File: src/assert_macros.svh
// ---------------------------------------------------------------------------
// Assertion macros
// Shared property wrappers for the concurrent checks in the RTL.
// ---------------------------------------------------------------------------
`ifndef ASSERT_MACROS_SVH
`define ASSERT_MACROS_SVH

`ifndef ASSERT_OFF
// Same-cycle implication, disabled while reset is asserted.
`define ASSERT_IMPL(lbl, clk, rstn, ante, cons, msg) \
  lbl: assert property (@(posedge clk) disable iff (!(rstn)) (ante) |-> (cons)) \
    else $error(msg);
// Next-cycle implication, disabled while reset is asserted.
`define ASSERT_NEXT(lbl, clk, rstn, ante, cons, msg) \
  lbl: assert property (@(posedge clk) disable iff (!(rstn)) (ante) |=> (cons)) \
    else $error(msg);
`else
`define ASSERT_IMPL(lbl, clk, rstn, ante, cons, msg)
`define ASSERT_NEXT(lbl, clk, rstn, ante, cons, msg)
`endif

`endif

File: src/rpd_pkg.sv
// ---------------------------------------------------------------------------
// rpd_pkg
// Widths, codes and helpers shared by the permutation draw unit.
// ---------------------------------------------------------------------------
`default_nettype none

package rpd_pkg;

  localparam int MAX_ITEMS = 64;
  localparam int IDX_W     = $clog2(MAX_ITEMS);
  localparam int CNT_W     = $clog2(MAX_ITEMS + 1);
  localparam int T_W       = IDX_W + 1;

  localparam int DECK_W    = 7;
  localparam int WORD_W    = 31;
  localparam int ITEM_W    = 6;

  localparam int DIV_STEPS = WORD_W;
  localparam int STEP_W    = $clog2(DIV_STEPS);

  localparam logic [DECK_W-1:0] DECK_RESET = DECK_W'(52);

  localparam logic KIND_RESTART = 1'b0;
  localparam logic KIND_DRAW    = 1'b1;

  // Pool access request from the sequencer.
  typedef struct packed {
    logic [IDX_W-1:0] rd_addr_a;
    logic [IDX_W-1:0] rd_addr_b;
    logic             wr_en;
    logic [IDX_W-1:0] wr_addr;
    logic [IDX_W-1:0] wr_data;
    logic             clear;
  } pool_req_t;

  // Deck sizes above the pool depth saturate to the pool depth.
  function automatic logic [CNT_W-1:0] eff_size(input logic [DECK_W-1:0] size);
    if (int'(size) > MAX_ITEMS) begin
      return CNT_W'(MAX_ITEMS);
    end
    return CNT_W'(size);
  endfunction

  localparam logic [CNT_W-1:0] REMAIN_RESET = eff_size(DECK_RESET);

endpackage

`default_nettype wire

File: src/random_permutation_draw_unit.sv
// A draw passes from the start transfer through the bit-serial remainder unit
// (one bit of the random word per cycle), a pool read and a pool write to the
// result strobe. A restart gives no result; a draw on an empty pool gives its
// exhausted result in the cycle after the transfer.
// Busy is low again in the cycle the result is shown; results cannot be stalled.
// Synchronous active-low reset: deck size 52, pool in identity order, 52 live.
// ---------------------------------------------------------------------------
// random_permutation_draw_unit
// Fisher-Yates draw engine: picks a random live pool entry, fills the hole
// with the last live entry and shrinks the pool by one.
// ---------------------------------------------------------------------------
`default_nettype none
`include "assert_macros.svh"

module random_permutation_draw_unit (
  input  wire logic                        clk,
  input  wire logic                        rst_n,
  input  wire logic                        start,
  output logic                             busy,
  input  wire logic                        in_kind,
  input  wire logic [rpd_pkg::WORD_W-1:0]  in_random_word,
  output logic                             out_valid,
  output logic [rpd_pkg::ITEM_W-1:0]       out_item,
  output logic                             out_last_item,
  output logic                             out_exhausted,
  input  wire logic                        cfg_valid,
  output logic                             cfg_ready,
  input  wire logic [rpd_pkg::DECK_W-1:0]  cfg_deck_size
);
  import rpd_pkg::*;

  typedef enum logic [3:0] {
    S_IDLE  = 4'b0001,
    S_MOD   = 4'b0010,
    S_READ  = 4'b0100,
    S_WRITE = 4'b1000
  } state_t;

  state_t              state_r, state_nxt;
  logic [DECK_W-1:0]   deck_size_r;
  logic [CNT_W-1:0]    remaining_r, remaining_nxt;
  logic [IDX_W-1:0]    pos_r, pos_nxt;
  logic [IDX_W-1:0]    lastpos_r, lastpos_nxt;
  logic                out_valid_r, out_valid_nxt;
  logic [ITEM_W-1:0]   out_item_r, out_item_nxt;
  logic                out_last_r, out_last_nxt;
  logic                out_exh_r, out_exh_nxt;
  logic                mod_start;
  logic                mod_done;
  logic [IDX_W-1:0]    mod_rem;
  pool_req_t           pool_req;
  logic [IDX_W-1:0]    pool_rd_a;
  logic [IDX_W-1:0]    pool_rd_b;

  rpd_mod_unit u_mod (
    .clk       (clk),
    .rst_n     (rst_n),
    .start     (mod_start),
    .dividend  (in_random_word),
    .divisor   (remaining_r),
    .done      (mod_done),
    .remainder (mod_rem)
  );

  rpd_pool u_pool (
    .clk       (clk),
    .rst_n     (rst_n),
    .req       (pool_req),
    .rd_data_a (pool_rd_a),
    .rd_data_b (pool_rd_b)
  );

  assign busy      = (state_r != S_IDLE);
  assign cfg_ready = 1'b1;

  always_comb begin
    state_nxt          = state_r;
    remaining_nxt      = remaining_r;
    pos_nxt            = pos_r;
    lastpos_nxt        = lastpos_r;
    out_valid_nxt      = 1'b0;
    out_item_nxt       = '0;
    out_last_nxt       = 1'b0;
    out_exh_nxt        = 1'b0;
    mod_start          = 1'b0;
    pool_req.rd_addr_a = pos_r;
    pool_req.rd_addr_b = lastpos_r;
    pool_req.wr_en     = 1'b0;
    pool_req.wr_addr   = pos_r;
    pool_req.wr_data   = pool_rd_b;
    pool_req.clear     = 1'b0;
    case (state_r)
      S_IDLE: begin
        if (start) begin
          if (in_kind == KIND_RESTART) begin
            pool_req.clear = 1'b1;
            remaining_nxt  = eff_size(deck_size_r);
          end else if (remaining_r == '0) begin
            out_valid_nxt = 1'b1;
            out_exh_nxt   = 1'b1;
          end else begin
            mod_start   = 1'b1;
            lastpos_nxt = IDX_W'(remaining_r - CNT_W'(1));
            state_nxt   = S_MOD;
          end
        end
      end
      S_MOD: begin
        if (mod_done) begin
          pos_nxt   = mod_rem;
          state_nxt = S_READ;
        end
      end
      S_READ: begin
        // Read data for the drawn slot and the last live slot lands next cycle.
        state_nxt = S_WRITE;
      end
      S_WRITE: begin
        pool_req.wr_en = 1'b1;
        out_valid_nxt  = 1'b1;
        out_item_nxt   = ITEM_W'(pool_rd_a);
        out_last_nxt   = (remaining_r == CNT_W'(1));
        remaining_nxt  = remaining_r - CNT_W'(1);
        state_nxt      = S_IDLE;
      end
      default: begin
        state_nxt = S_IDLE;
      end
    endcase
  end

  always_ff @(posedge clk) begin
    if (!rst_n) begin
      state_r     <= S_IDLE;
      deck_size_r <= DECK_RESET;
      remaining_r <= REMAIN_RESET;
      out_valid_r <= 1'b0;
    end else begin
      state_r     <= state_nxt;
      remaining_r <= remaining_nxt;
      out_valid_r <= out_valid_nxt;
      if (cfg_valid && cfg_ready) begin
        deck_size_r <= cfg_deck_size;
      end
    end
  end

  always_ff @(posedge clk) begin
    pos_r      <= pos_nxt;
    lastpos_r  <= lastpos_nxt;
    out_item_r <= out_item_nxt;
    out_last_r <= out_last_nxt;
    out_exh_r  <= out_exh_nxt;
  end

  assign out_valid     = out_valid_r;
  assign out_item      = out_item_r;
  assign out_last_item = out_last_r;
  assign out_exhausted = out_exh_r;

  `ASSERT_IMPL(a_remaining_bound, clk, rst_n, 1'b1, int'(remaining_r) <= MAX_ITEMS, "pool count above depth")
  `ASSERT_IMPL(a_pos_in_pool, clk, rst_n, state_r == S_READ, CNT_W'(pos_r) < remaining_r, "draw position outside live pool")
  `ASSERT_NEXT(a_draw_shrinks, clk, rst_n, state_r == S_WRITE, remaining_r == $past(remaining_r) - CNT_W'(1), "draw did not shrink pool")
  `ASSERT_IMPL(a_draw_strobe, clk, rst_n, out_valid_r && !out_exh_r, $past(state_r == S_WRITE), "draw result without pool write")

endmodule

`default_nettype wire

File: src/rpd_mod_unit.sv
// ---------------------------------------------------------------------------
// rpd_mod_unit
// Bit-serial restoring remainder of the random word by the live pool count.
// ---------------------------------------------------------------------------
`default_nettype none

module rpd_mod_unit (
  input  wire logic                     clk,
  input  wire logic                     rst_n,
  input  wire logic                     start,
  input  wire logic [rpd_pkg::WORD_W-1:0] dividend,
  input  wire logic [rpd_pkg::CNT_W-1:0]  divisor,
  output logic                          done,
  output logic [rpd_pkg::IDX_W-1:0]     remainder
);
  import rpd_pkg::*;

  logic                busy_r, busy_nxt;
  logic                done_r, done_nxt;
  logic [STEP_W-1:0]   cnt_r, cnt_nxt;
  logic [WORD_W-1:0]   dvd_r, dvd_nxt;
  logic [CNT_W-1:0]    dsr_r, dsr_nxt;
  logic [IDX_W-1:0]    rem_r, rem_nxt;
  logic [T_W-1:0]      trial;
  logic [T_W-1:0]      dsr_ext;

  // One quotient bit per cycle: the remainder stays below the divisor, so it
  // always fits the pool index width.
  always_comb begin
    trial    = {rem_r, dvd_r[WORD_W-1]};
    dsr_ext  = T_W'(dsr_r);
    busy_nxt = busy_r;
    done_nxt = 1'b0;
    cnt_nxt  = cnt_r;
    dvd_nxt  = dvd_r;
    dsr_nxt  = dsr_r;
    rem_nxt  = rem_r;
    if (start) begin
      busy_nxt = 1'b1;
      cnt_nxt  = '0;
      dvd_nxt  = dividend;
      dsr_nxt  = divisor;
      rem_nxt  = '0;
    end else if (busy_r) begin
      dvd_nxt = {dvd_r[WORD_W-2:0], 1'b0};
      if (trial >= dsr_ext) begin
        rem_nxt = IDX_W'(trial - dsr_ext);
      end else begin
        rem_nxt = IDX_W'(trial);
      end
      cnt_nxt = cnt_r + STEP_W'(1);
      if (cnt_r == STEP_W'(DIV_STEPS - 1)) begin
        busy_nxt = 1'b0;
        done_nxt = 1'b1;
      end
    end
  end

  always_ff @(posedge clk) begin
    if (!rst_n) begin
      busy_r <= 1'b0;
      done_r <= 1'b0;
      cnt_r  <= '0;
    end else begin
      busy_r <= busy_nxt;
      done_r <= done_nxt;
      cnt_r  <= cnt_nxt;
    end
  end

  always_ff @(posedge clk) begin
    dvd_r <= dvd_nxt;
    dsr_r <= dsr_nxt;
    rem_r <= rem_nxt;
  end

  assign done      = done_r;
  assign remainder = rem_r;

endmodule

`default_nettype wire

File: src/rpd_pool.sv
// ---------------------------------------------------------------------------
// rpd_pool
// Pool memory with per-entry valid bits; an unwritten entry reads as its index.
// ---------------------------------------------------------------------------
`default_nettype none

module rpd_pool (
  input  wire logic                   clk,
  input  wire logic                   rst_n,
  input  wire rpd_pkg::pool_req_t     req,
  output logic [rpd_pkg::IDX_W-1:0]   rd_data_a,
  output logic [rpd_pkg::IDX_W-1:0]   rd_data_b
);
  import rpd_pkg::*;

  logic [IDX_W-1:0]     mem [MAX_ITEMS];
  logic [MAX_ITEMS-1:0] vld_r;
  logic [IDX_W-1:0]     rd_a_r;
  logic [IDX_W-1:0]     rd_b_r;

  // Clearing the valid bits restores the identity order.
  always_ff @(posedge clk) begin
    if (!rst_n) begin
      vld_r <= '0;
    end else if (req.clear) begin
      vld_r <= '0;
    end else if (req.wr_en) begin
      vld_r[req.wr_addr] <= 1'b1;
    end
  end

  always_ff @(posedge clk) begin
    if (req.wr_en) begin
      mem[req.wr_addr] <= req.wr_data;
    end
    rd_a_r <= vld_r[req.rd_addr_a] ? mem[req.rd_addr_a] : req.rd_addr_a;
    rd_b_r <= vld_r[req.rd_addr_b] ? mem[req.rd_addr_b] : req.rd_addr_b;
  end

  assign rd_data_a = rd_a_r;
  assign rd_data_b = rd_b_r;

endmodule

`default_nettype wire

File: config.mk
export PLATFORM = sky130hd
export DESIGN_NAME = random_permutation_draw_unit
export DESIGN_NICKNAME = d
export VERILOG_FILES = /design/src/rpd_pkg.sv /design/src/random_permutation_draw_unit.sv /design/src/rpd_mod_unit.sv /design/src/rpd_pool.sv
export VERILOG_INCLUDE_DIRS = /design/src /design/src/src
export SDC_FILE = /design/constraint.sdc
export NUM_CORES = 1
export LEC_CHECK = 0
export BUFFER_PORTS_ARGS = -buffer_cell sky130_fd_sc_hd__buf_4
export CORE_MARGIN = 5
export CORE_UTILIZATION = 59
export CTS_CLUSTER_DIAMETER = 80
export DETAILED_ROUTE_END_ITERATION = 7
export PLACE_DENSITY = 0.76
export SETUP_SLACK_MARGIN = 0.5
export SYNTH_ARGS = -nofsm -noshare
export SYNTH_HDL_FRONTEND = slang
export SYNTH_SLANG_ARGS = --single-unit
export TNS_END_PERCENT = 50
File: constraint.sdc
create_clock -name clk -period 3.55 [get_ports clk]
set_clock_uncertainty 0.15 [all_clocks]
set_input_delay 0.5325 -clock clk [delete_from_list [all_inputs] [get_ports clk]]
set_output_delay 0.5325 -clock clk [all_outputs]
set_load 0.02 [all_outputs]
==> impl_metrics.py, run 1 <==
metrics = {
    "floorplan": {
        "core_mm2": 0.0429,
        "die_h_um": 218,
        "die-area_mm2": 0.0474,
        "die_w_um": 218,
        "core.rowCount": 76,
        "io-pin-count": 54,
        "initial_core_util": 0.593,
    },
    "clock_tree": {
        "numCtsBuffers": 54,
        "cts_sinks": 562,
        "clock_latency_ns": 0.60,
        "clkTransAtPathRegs_ns": 0.07,
        "clockBufferDepth": 3,
        "cts_root_buf": "clkbuf_16",
        "cts_tree": "yes",
        "h-tree-depth": 2,
    },
    "synth": {
        "yosys-top-cells-area": "edfxtp_1, mux4_2, dfxtp_1, nor2_1, nand2_1",
        "yosys.area.top_type": "edfxtp_1",
        "yosysTopAreaCellShare": 0.512,
        "synthArstFlopShare": 0,
        "synth_flop_cell": "edfxtp_1",
        "yosys_warnings": 0,
        "synth.distinct_cells": 66,
        "synth_edf_count": 434,
        "synth-seq-cells": 562,
        "syn-instance-count": 1657,
        "ys_seq_area_frac": 0.613,
        "syn_nets": 1714,
        "syn_area_mm2": 0.0255,
        "avgSynthCellArea_um2": 15.4,
    },
    "finish": {
        "fin_nets": 1808,
        "antennaDiodeCount": 0,
        "final_cell_mix": "edfxtp_1, mux4_2, nor2_1",
        "syn2layout_area_growth_pct": 13.3,
        "drive_above_1_share": 0.264,
        "layout_commonest_cell": "edfxtp_1",
        "final_cells": 2381,
    },
    "placed_design": {
        "dpl.hpwl_mm": 43.5,
        "dpl.cell_count": 2256,
        "gp_congestion": 1.02,
        "io_buffers": 52,
        "post-place-ws_ns": 0.484,
    },
    "flow_run": {
        "maxCapViolCount": 0,
    },
    "global_route": {
        "grt_max_degree": 65,
        "overflow": 0,
        "grt_pass1_wl_mm": 99.7,
        "antenna_found_initial": 0,
        "track_usage": 0.279,
        "first_global_vias": 16200,
    },
    "critical_path": {
        "worstPathArrival_ns": 3.07,
        "critPathMaxStageDelay_ns": 0.91,
        "cp_slowest_cell": "nor2_1",
        "cp-start-kind": "flop",
        "worstPathCellList": "nor4b_2 -> nand3_1 -> nor2_1",
        "r2r-start": "state_r[3]$_SDFFE_PN0P_",
        "cp-end-kind": "flop",
        "critPathMaxFanout": 8,
        "crit_type": "flop to flop",
        "cp.required_ns": 3.62,
        "crit_start": "state_r[3]$_SDFFE_PN0P_",
    },
    "power_and_ir_drop": {
        "ir_worst_vdd_v": 0.000557,
        "power.density_mw_per_mm2": 531,
        "p_leak_nw": 10.0,
    },
    "min_path": {
        "hp-start": "cfg_deck_size[3]",
        "hold_path.class": "input pin to flop",
    },
    "drt": {
        "drc": 0,
        "wl_met1_mm": 24.7,
        "dr.pass1.iters": 8,
        "via_per_inst": 6.72,
        "top_layer": "met4",
        "drtIter0Drc": 1877,
        "drtAntennaViolNets": 0,
        "dr_wl_met2_mm": 31.0,
        "route.met3.wl_mm": 6.99,
        "routed_wirelength_mm": 65.7,
        "wl_per_cell_um": 27.6,
        "num_vias": 16000,
    },
    "sta": {
        "fin_crit_sh": 0.846,
        "fmax_ghz": 0.333,
        "period_needed_ns": 3.00,
        "hold-worst-slack_ns": 0.0276,
        "fin_ws_ns": 0.548,
        "hold_viol": 0,
        "fin_tns_setup_ns": 0,
        "tightestPinTransition_ns": 1.34,
        "drv_slew": 0,
        "slew_headroom": 0.108,
        "finalSetupViolCount": 0,
        "rsz0062_at_grt": "no",
    },
    "outcome": {
        "outcome": "completed",
    },
}
## cell usage after synthesis (all sizes together) (2+ instances only)
master	count
xnor2	4
a21o	2
nand2	165
and3	4
a21boi	2
xor2	6
and2	13
dfxtp	128
o211ai	4
nand4	9
nand2b	6
ha	13
mux4	209
inv	25
or3	4
nor3	11
a221oi	28
buf	43
nand3b	7
mux2i	41
nand3	15
a2111oi	3
a22o	27
nor4b	2
or4	3
nor2	165
a22oi	57
a21oi	28
clkbuf	69
nor2b	19
nor3b	6
o221ai	9
o22ai	3
a31oi	3
edfxtp	434
o21a	36
a211oi	7
mux2	15
o21ai	21
## report_power, final
part	switching (mW)	internal, mW	leakage, nW
Clock	2.47	3.47	0.894
Combinational	0.816	0.660	4.19
Sequential	0.405	7.50	4.94
Total	3.69	11.6	10.0
## worst max-delay path, delay by kind of cell, from the launching register on
kind	cells	cell delay, ns
simple gates	3	2.02
flops	1	0.44
## metal layers
metal  track usage  vias to the layer above
li1              -                     6753
met1         0.389                     8078
met2         0.441                     1020
met3        0.0594                      158
met4         0.104                        0
met5             0                        -
## registers in the layout, indices dropped and copies added (netlist names), named ones only
signal            flops
out_last_item         1
u_mod.busy_r          1
pos_r                 6
u_mod.dvd_r          31
remaining_r           7
u_mod.remainder       6
u_pool.rd_data_a      6
lastpos_r             6
u_mod.cnt_r           5
u_pool.vld_r         64
u_mod.done            1
out_valid             1
out_item              6
deck_size_r           7
u_mod.dsr_ext         7
u_pool.mem          384
u_pool.rd_data_b      6
out_exhausted         1
state_r               4
## through the flow
step | cell area, um2 | total power [mW] | util
after floorplan | 25500 | 8.82 | -
after CTS | 28600 | 15.3 | 0.668
after detailed placement | 26700 | 9.45 | 0.623
final | 28800 | 15.3 | 0.673
after global placement | 26700 | 9.38 | 0.623
after global routing | 28800 | 15.8 | 0.673
## final cells by class
| class | instances | area, um2 |
|---|---|---|
| clock buffers | 71 | 1560 |
| clock inverters | 30 | 288 |
| fillers | 2800 | 14000 |
| inverters | 25 | 93.8 |
| multi-input cells | 958 | 9250 |
| flip-flops and latches | 562 | 15600 |
| well taps | 585 | 732 |
| repair buffers | 150 | 1300 |
## what timing repair did
action / CTS / global route
gates cloned: 0 / 0
endpoints found under the setup margin: 3 / 11
buffers inserted: 4 / 16
endpoints found under the hold margin: 4 / 0
gates resized for setup: 0 / 6
hold buffers: 4 / 0
## final timing paths
path	slack, ns	endpoint	cells past startpoint
worst max-delay path	0.55	u_pool.mem[44][3]$_DFFE_PP_	3
worst min-delay path	0.03	deck_size_r[3]$_SDFFE_PN0P_	3
worst max register to register	0.55	u_pool.mem[44][3]$_DFFE_PP_	3
worst min register to register	0.35	deck_size_r[0]$_SDFFE_PN0P_	2
## kinds of logic after synthesis
group                      synth area share
adders and majority gates           0.00718
xor gates and xnor gates            0.00344
muxes                                 0.209
AOI/OAI and AO/OA                    0.0685
other                              0.000147
and+or+nand+nor                      0.0743
DFF                                   0.613
buffers and inverters                0.0250
(Power assumes the default switching activity.)
==> run 2: changes to the inputs <==
--- a/config.mk
+++ b/config.mk
@@ -8,7 +8,7 @@
 export LEC_CHECK = 0
 export BUFFER_PORTS_ARGS = -buffer_cell sky130_fd_sc_hd__buf_4
 export CORE_MARGIN = 5
-export CORE_UTILIZATION = 59
+export CORE_UTILIZATION = 57
 export CTS_CLUSTER_DIAMETER = 80
 export DETAILED_ROUTE_END_ITERATION = 7
 export PLACE_DENSITY = 0.76
==> constraint.sdc (replaced) <==
create_clock -name clk -period 2.7 [get_ports clk]
set_clock_uncertainty 0.15 [all_clocks]
set_input_delay 0.405 -clock clk [delete_from_list [all_inputs] [get_ports clk]]
set_output_delay 0.405 -clock clk [all_outputs]
set_load 0.02 [all_outputs]
==> impl_metrics.py, run 2 (synthesis results as in run 1) <==
metrics = {
    "floorplan": {
        "initial_core_util": 0.576,
        "die_h_um": 221,
        "die_w_um": 221,
        "core_mm2": 0.0442,
        "core.rowCount": 77,
        "io-pin-count": 54,
        "die-area_mm2": 0.0490,
    },
    "global_route": {
        "grt_pass1_wl_mm": 108,
        "overflow": 0,
        "grt_max_degree": 65,
        "use_met3": 0.0545,
        "grt_most_used_layer": "met2",
        "track_usage": 0.288,
        "gr-usage-met2": 0.467,
        "antenna_found_initial": 3,
        "use_met1": 0.394,
        "first_global_vias": 17600,
    },
    "power_and_ir_drop": {
        "power.total_mw": 20.8,
        "power.density_mw_per_mm2": 664,
        "p_leak_nw": 11.3,
        "ir_worst_vdd_v": 0.000595,
    },
    "outcome": {
        "outcome": "complete, but fails checks",
        "violations": "setup timing",
    },
    "clock_tree": {
        "cts_sinks": 562,
        "clock_latency_ns": 0.62,
        "clockBufferDepth": 3,
        "cts_tree": "yes",
        "clkTransAtPathRegs_ns": 0.06,
        "cts_root_buf": "clkbuf_16",
        "h-tree-depth": 2,
        "numCtsBuffers": 56,
    },
    "drt": {
        "drc": 0,
        "drtIter0Drc": 2218,
        "num_vias": 17200,
        "drtAntennaViolNets": 0,
        "via_per_inst": 6.58,
        "routed_wirelength_mm": 71.6,
        "wl_per_cell_um": 27.4,
        "dr.pass1.iters": 6,
    },
    "sta": {
        "hold-worst-slack_ns": 0.124,
        "finalSetupViolCount": 8,
        "tightestPinTransition_ns": 0.823,
        "drv_slew": 0,
        "rsz0062_at_grt": "yes",
        "period_needed_ns": 2.86,
        "fin_crit_sh": 1.06,
        "fin_ws_ns": -0.161,
        "fmax_ghz": 0.349,
        "hold_viol": 0,
        "slew_headroom": 0.450,
    },
    "finish": {
        "final_cell_mix": "edfxtp_1, buf_4, mux4_2",
        "syn2layout_area_growth_pct": 23.2,
        "largest_register_ffs": 384,
        "top_regs": "u_pool.mem: 384 flops, u_pool.vld_r: 64 flops, u_mod.dvd_r: 31 flops",
        "design_area_mm2": 0.0314,
        "nFillCells": 2716,
        "top_register": "u_pool.mem",
        "fin_nets": 2033,
        "layout_commonest_cell": "edfxtp_1",
        "drive_above_1_share": 0.347,
    },
    "placed_design": {
        "io_buffers": 52,
        "post-place-ws_ns": -0.203,
        "dpl.hpwl_mm": 46.6,
        "place_area_mm2": 0.0282,
        "gp_congestion": 0.945,
    },
    "critical_path": {
        "path_common_cell": "or4_4",
        "critPathMaxFanout": 6,
        "cp.required_ns": 3.06,
        "rrSetupSlack_ns": -0.16,
        "cp-end-kind": "flop",
        "worstPathArrival_ns": 3.22,
        "crit_start": "pos_r[0]$_DFFE_PP_",
        "r2r-start": "pos_r[0]$_DFFE_PP_",
        "reg2regPathDepth": 6,
        "timing.rr.end": "u_pool.rd_data_a[1]$_DFF_P_",
        "crit_end": "u_pool.rd_data_a[1]$_DFF_P_",
        "crit_type": "flop to flop",
        "cp_slowest_cell": "or4_4",
        "worstPathCellList": "buf_6 -> mux4_2 -> and3_1 -> or4_4 -> or4_4 -> mux2_4",
        "critPathMaxStageDelay_ns": 0.62,
        "cp-start-kind": "flop",
    },
    "min_path": {
        "min_path_cells": 4,
        "hold_path.class": "input pin to flop",
    },
    "flow_run": {
        "maxCapViolCount": 0,
    },
}
## run 2: layout make-up
cell class | count | area [um2] | share of cell area
Multi-Input combinational cell | 958 | 9580 | 0.305
Clock buffer | 71 | 1530 | 0.0488
Sequential cell | 562 | 15600 | 0.498
Inverter | 25 | 93.8 | 0.00299
Antenna cell | 1 | 2.50 | 0.0000798
Timing Repair Buffer | 373 | 3470 | 0.111
Clock inverter | 33 | 317 | 0.0101
Tap cell | 592 | 741 | 0.0236
## run 2: through the flow
stage               TNS [ns]  cells   util
CTS                   -0.794   2603  0.703
global placement       -1.10   2417  0.637
global route           -1.36   2615  0.709
floorplan             -0.391   1657      -
finish                -0.967   2615  0.709
detailed placement     -1.41   2417  0.637
## run 2: timing repair
action                                 4_1_cts  5_1_grt
pin swaps                                    9       16
endpoints found under the hold margin       44        0
hold buffers                                51        0
gates resized for setup                     57       40
cloned                                       3        0
setup buffers                               28       11
setup endpoints to repair                  198      185
## run 2: how the worst min path moves through the flow
stage,startpoint,endpoint,slack (ns)
after floorplan,u_pool.rd_data_a[0]$_DFF_P_,out_item[0]$_SDFF_PP0_,0.26
after global placement,deck_size_r[5]$_SDFFE_PN1P_,deck_size_r[5]$_SDFFE_PN1P_,0.30
after detailed placement,deck_size_r[2]$_SDFFE_PN1P_,deck_size_r[2]$_SDFFE_PN1P_,0.31
after CTS,in_kind,state_r[1]$_SDFFE_PN0P_,0.10
after global routing,in_kind,state_r[1]$_SDFFE_PN0P_,0.19
final,in_kind,state_r[1]$_SDFFE_PN0P_,0.12
## run 2: layer usage
metal | vias to the layer above | wire length [um]
met5 | - | 0
met4 | 0 | 2970
met3 | 175 | 7400
met2 | 1066 | 34600
met1 | 8762 | 26600
li1 | 7206 | -
## run 2: critical path, delay by kind of cell (launching register included)
family | cells | cell delay [ns]
buf+inv | 1 | 0.13
flops | 1 | 0.44
mux | 2 | 0.81
simple gates | 3 | 1.25
## run 2: power by group
group / internal, mW / total [mW] / leakage, nW / switching, mW
combinational: 1.32 / 2.85 / 5.44 / 1.53
clock: 4.56 / 7.84 / 0.902 / 3.27
sequential: 9.85 / 10.1 / 4.94 / 0.287
total: 15.7 / 20.8 / 11.3 / 5.08
==> run 3: changes to the inputs <==
--- a/config.mk
+++ b/config.mk
@@ -7,13 +7,16 @@
 export NUM_CORES = 1
 export LEC_CHECK = 0
 export BUFFER_PORTS_ARGS = -buffer_cell sky130_fd_sc_hd__buf_4
+export CAP_MARGIN = 5
 export CORE_MARGIN = 5
-export CORE_UTILIZATION = 57
+export CORE_UTILIZATION = 59
+export CTS_BUF_LIST = sky130_fd_sc_hd__clkbuf_8
 export CTS_CLUSTER_DIAMETER = 80
 export DETAILED_ROUTE_END_ITERATION = 7
-export PLACE_DENSITY = 0.76
+export PLACE_DENSITY = 0.79
 export SETUP_SLACK_MARGIN = 0.5
 export SYNTH_ARGS = -nofsm -noshare
 export SYNTH_HDL_FRONTEND = slang
+export SYNTH_HIERARCHICAL = 1
 export SYNTH_SLANG_ARGS = --single-unit
 export TNS_END_PERCENT = 50
==> impl_metrics.py, run 3 <==
metrics = {
    "clock_tree": {
        "cts_tree": "yes",
        "clock_latency_ns": 0.67,
        "h-tree-depth": 3,
        "cts_sinks": 550,
        "cts_root_buf": "clkbuf_8",
        "clkTransAtPathRegs_ns": 0.06,
        "numCtsBuffers": 89,
        "clockBufferDepth": 3,
    },
    "floorplan": {
        "io-pin-count": 54,
        "core_mm2": 0.0429,
        "initial_core_util": 0.595,
        "die_w_um": 218,
        "core.rowCount": 76,
        "die-area_mm2": 0.0475,
        "die_h_um": 218,
    },
    "finish": {
        "final_cells": 2513,
        "top_regs": "u_pool/mem: 384 flops, u_pool/vld_r: 64 flops, u_mod/dvd_r: 31 flops",
        "fin_nets": 1911,
        "largest_register_ffs": 384,
        "top_register": "u_pool/mem",
        "drive_above_1_share": 0.446,
        "design_area_mm2": 0.0326,
        "syn2layout_area_growth_pct": 27.8,
        "layout_commonest_cell": "edfxtp_1",
        "final_cell_mix": "edfxtp_1, mux4_2, buf_4",
        "antennaDiodeCount": 0,
    },
    "drt": {
        "wl_per_cell_um": 30.4,
        "drtAntennaViolNets": 0,
        "via_per_inst": 6.84,
        "drc": 0,
        "dr.pass1.iters": 7,
        "num_vias": 17200,
        "drtIter0Drc": 2343,
        "routed_wirelength_mm": 76.4,
    },
    "synth": {
        "yosys_warnings": 6,
        "synth-seq-cells": 550,
        "synth_edf_count": 434,
        "yosysTopAreaCellShare": 0.511,
        "syn-instance-count": 1523,
        "synth.distinct_cells": 68,
        "yosys.area.top_type": "edfxtp_1",
        "syn_area_mm2": 0.0255,
        "synth_flop_cell": "edfxtp_1",
        "netlist_top_cells_count": "edfxtp_1, mux4_2, dfxtp_1",
        "yosys-top-cells-area": "edfxtp_1, mux4_2, dfxtp_1, mux2i_1, mux4_1",
        "avgSynthCellArea_um2": 16.8,
        "synthArstFlopShare": 0,
        "syn_nets": 1580,
        "synth_most_common_cell": "edfxtp_1",
        "ys_seq_area_frac": 0.602,
    },
    "global_route": {
        "grt_pass1_wl_mm": 108,
        "first_global_vias": 17100,
        "grt_max_degree": 65,
        "antenna_found_initial": 1,
        "overflow": 0,
        "track_usage": 0.307,
    },
    "power_and_ir_drop": {
        "p_int_mw": 13.3,
        "pwr-share-seq": 0.541,
        "power.density_mw_per_mm2": 536,
        "ir_worst_vdd_v": 0.000650,
        "p_leak_nw": 11.4,
        "p_comb_frac": 0.066,
        "swShare": 0.237,
        "p_clk_frac": 0.393,
        "p_sw_mw": 4.14,
    },
    "flow_run": {
        "maxCapViolCount": 0,
    },
    "critical_path": {
        "r2r-start": "pos_r[0]$_DFFE_PP_",
        "crit_type": "flop to flop",
        "reg2regPathDepth": 8,
        "cp_slowest_cell": "edfxtp_1",
        "worstPathArrival_ns": 3.09,
        "timing.rr.end": "u_pool/rd_data_a[0]$_DFF_P_",
        "cp-start-kind": "flop",
        "critPathMaxFanout": 7,
        "rrSetupSlack_ns": 0.02,
        "cp-end-kind": "flop",
        "critPathMaxStageDelay_ns": 0.43,
        "cp.required_ns": 3.11,
        "worstPathCellList": "buf_4 -> bufbuf_16 -> mux4_2 -> nand3b_1 -> a311oi_1 -> a41oi_2 -> nand2_2 -> mux2_2",
    },
    "sta": {
        "hold_viol": 0,
        "fin_tns_setup_ns": 0,
        "tightestPinTransition_ns": 0.771,
        "rsz0062_at_grt": "yes",
        "drv_slew": 0,
        "finalSetupViolCount": 0,
        "period_needed_ns": 2.68,
        "slew_headroom": 0.486,
        "fin_crit_sh": 0.993,
        "fmax_ghz": 0.373,
    },
    "placed_design": {
        "io_buffers": 52,
        "gp_congestion": 0.933,
        "place_area_mm2": 0.0279,
        "dpl.cell_count": 2197,
        "dpl.hpwl_mm": 45.8,
    },
    "min_path": {
        "hold-path-endpoint": "out_exhausted$_SDFF_PP0_",
        "hold_path.class": "input pin to flop",
        "min_path_cells": 3,
        "hp-start": "start",
    },
    "outcome": {
        "outcome": "completed",
    },
}
## run 3: cell families (layout without fill, tap and decap cells)
kind of cell               count (synthesis)  in the layout  share of synthesized area
other                                      1              1                   0.000147
xor gates and xnor gates                  11             11                    0.00378
muxes                                    319            319                      0.240
AOI/OAI and AO/OA                        237            237                     0.0664
buffers and inverters                    132            536                     0.0321
DFF                                      550            550                      0.602
and+or+nand+nor                          259            260                     0.0491
adders and majority gates                 14             14                    0.00716
## run 3: timing repair
item | 4_1_cts | 5_1_grt
resized for setup | 118 | 167
hold buffers | 53 | 0
endpoints found under the setup margin | 527 | 499
buffers inserted | 61 | 25
pin swaps | 61 | 118
hold endpoints to repair | 51 | 0
cloned | 6 | 6
## run 3: worst max path at each step
stage                                       end  slack, ns                    start
global placement    u_pool/rd_data_a[1]$_DFF_P_       0.01       pos_r[0]$_DFFE_PP_
global route        u_pool/rd_data_a[1]$_DFF_P_      -0.05       pos_r[0]$_DFFE_PP_
detailed placement  u_pool/rd_data_a[1]$_DFF_P_      0.001       pos_r[0]$_DFFE_PP_
floorplan           u_pool/mem[40][0]$_DFFE_PP_       0.28  state_r[0]$_SDFFE_PN1P_
finish              u_pool/rd_data_a[0]$_DFF_P_       0.02       pos_r[0]$_DFFE_PP_
CTS                 u_pool/rd_data_a[1]$_DFF_P_       0.07       pos_r[0]$_DFFE_PP_
## run 3: final cells by class
| type | count | area (um2) |
|---|---|---|
| clock buffer | 100 | 1380 |
| clock inverter | 65 | 315 |
| fill | 2249 | 10300 |
| inverter | 20 | 87.6 |
| multi-input combinational | 842 | 10700 |
| sequential | 550 | 15400 |
| tap | 585 | 732 |
| timing repair buffer | 351 | 4080 |
## run 3: routing by layer
metal | wire length [um] | GRT usage | part of all wire
met1 | 26100 | 0.417 | 0.34
met3 | 9470 | 0.0765 | 0.12
met4 | 3850 | 0.123 | 0.050
met2 | 36900 | 0.485 | 0.48
met5 | 17 | 0 | 0.00022
## run 3: power by group through the flow
| stage | clock network (mW) | logic (mW) | registers [mW] |
|---|---|---|---|
| 2_1_floorplan | 0 | 0.524 | 9.58 |
| 3_3_place_gp | 0 | 0.817 | 9.61 |
| 3_5_place_dp | 0 | 0.845 | 9.61 |
| 4_1_cts | 6.91 | 0.949 | 9.44 |
| 5_1_grt | 7.37 | 1.21 | 9.46 |
| 6_report | 6.88 | 1.15 | 9.45 |
## run 3: critical path: cells and delay by family, from the launching register on
family          cells  cell delay, ns
mux                 2            0.70
flops               1            0.43
buf+inv             2            0.46
compound gates      2            0.50
simple gates        2            0.32
## run 3: through the flow
stage / power (mW) / worst slack, ns / hold WS [ns] / utilization
after CTS: 17.3 / 0.0698 / 0.104 / 0.736
after floorplan: 10.1 / 0.281 / 0.256 / -
after global routing: 18.0 / -0.0542 / 0.120 / 0.761
after detailed placement: 10.5 / 0.000998 / 0.311 / 0.651
after global placement: 10.4 / 0.0132 / 0.307 / 0.651
final: 17.5 / 0.0188 / 0.141 / 0.761
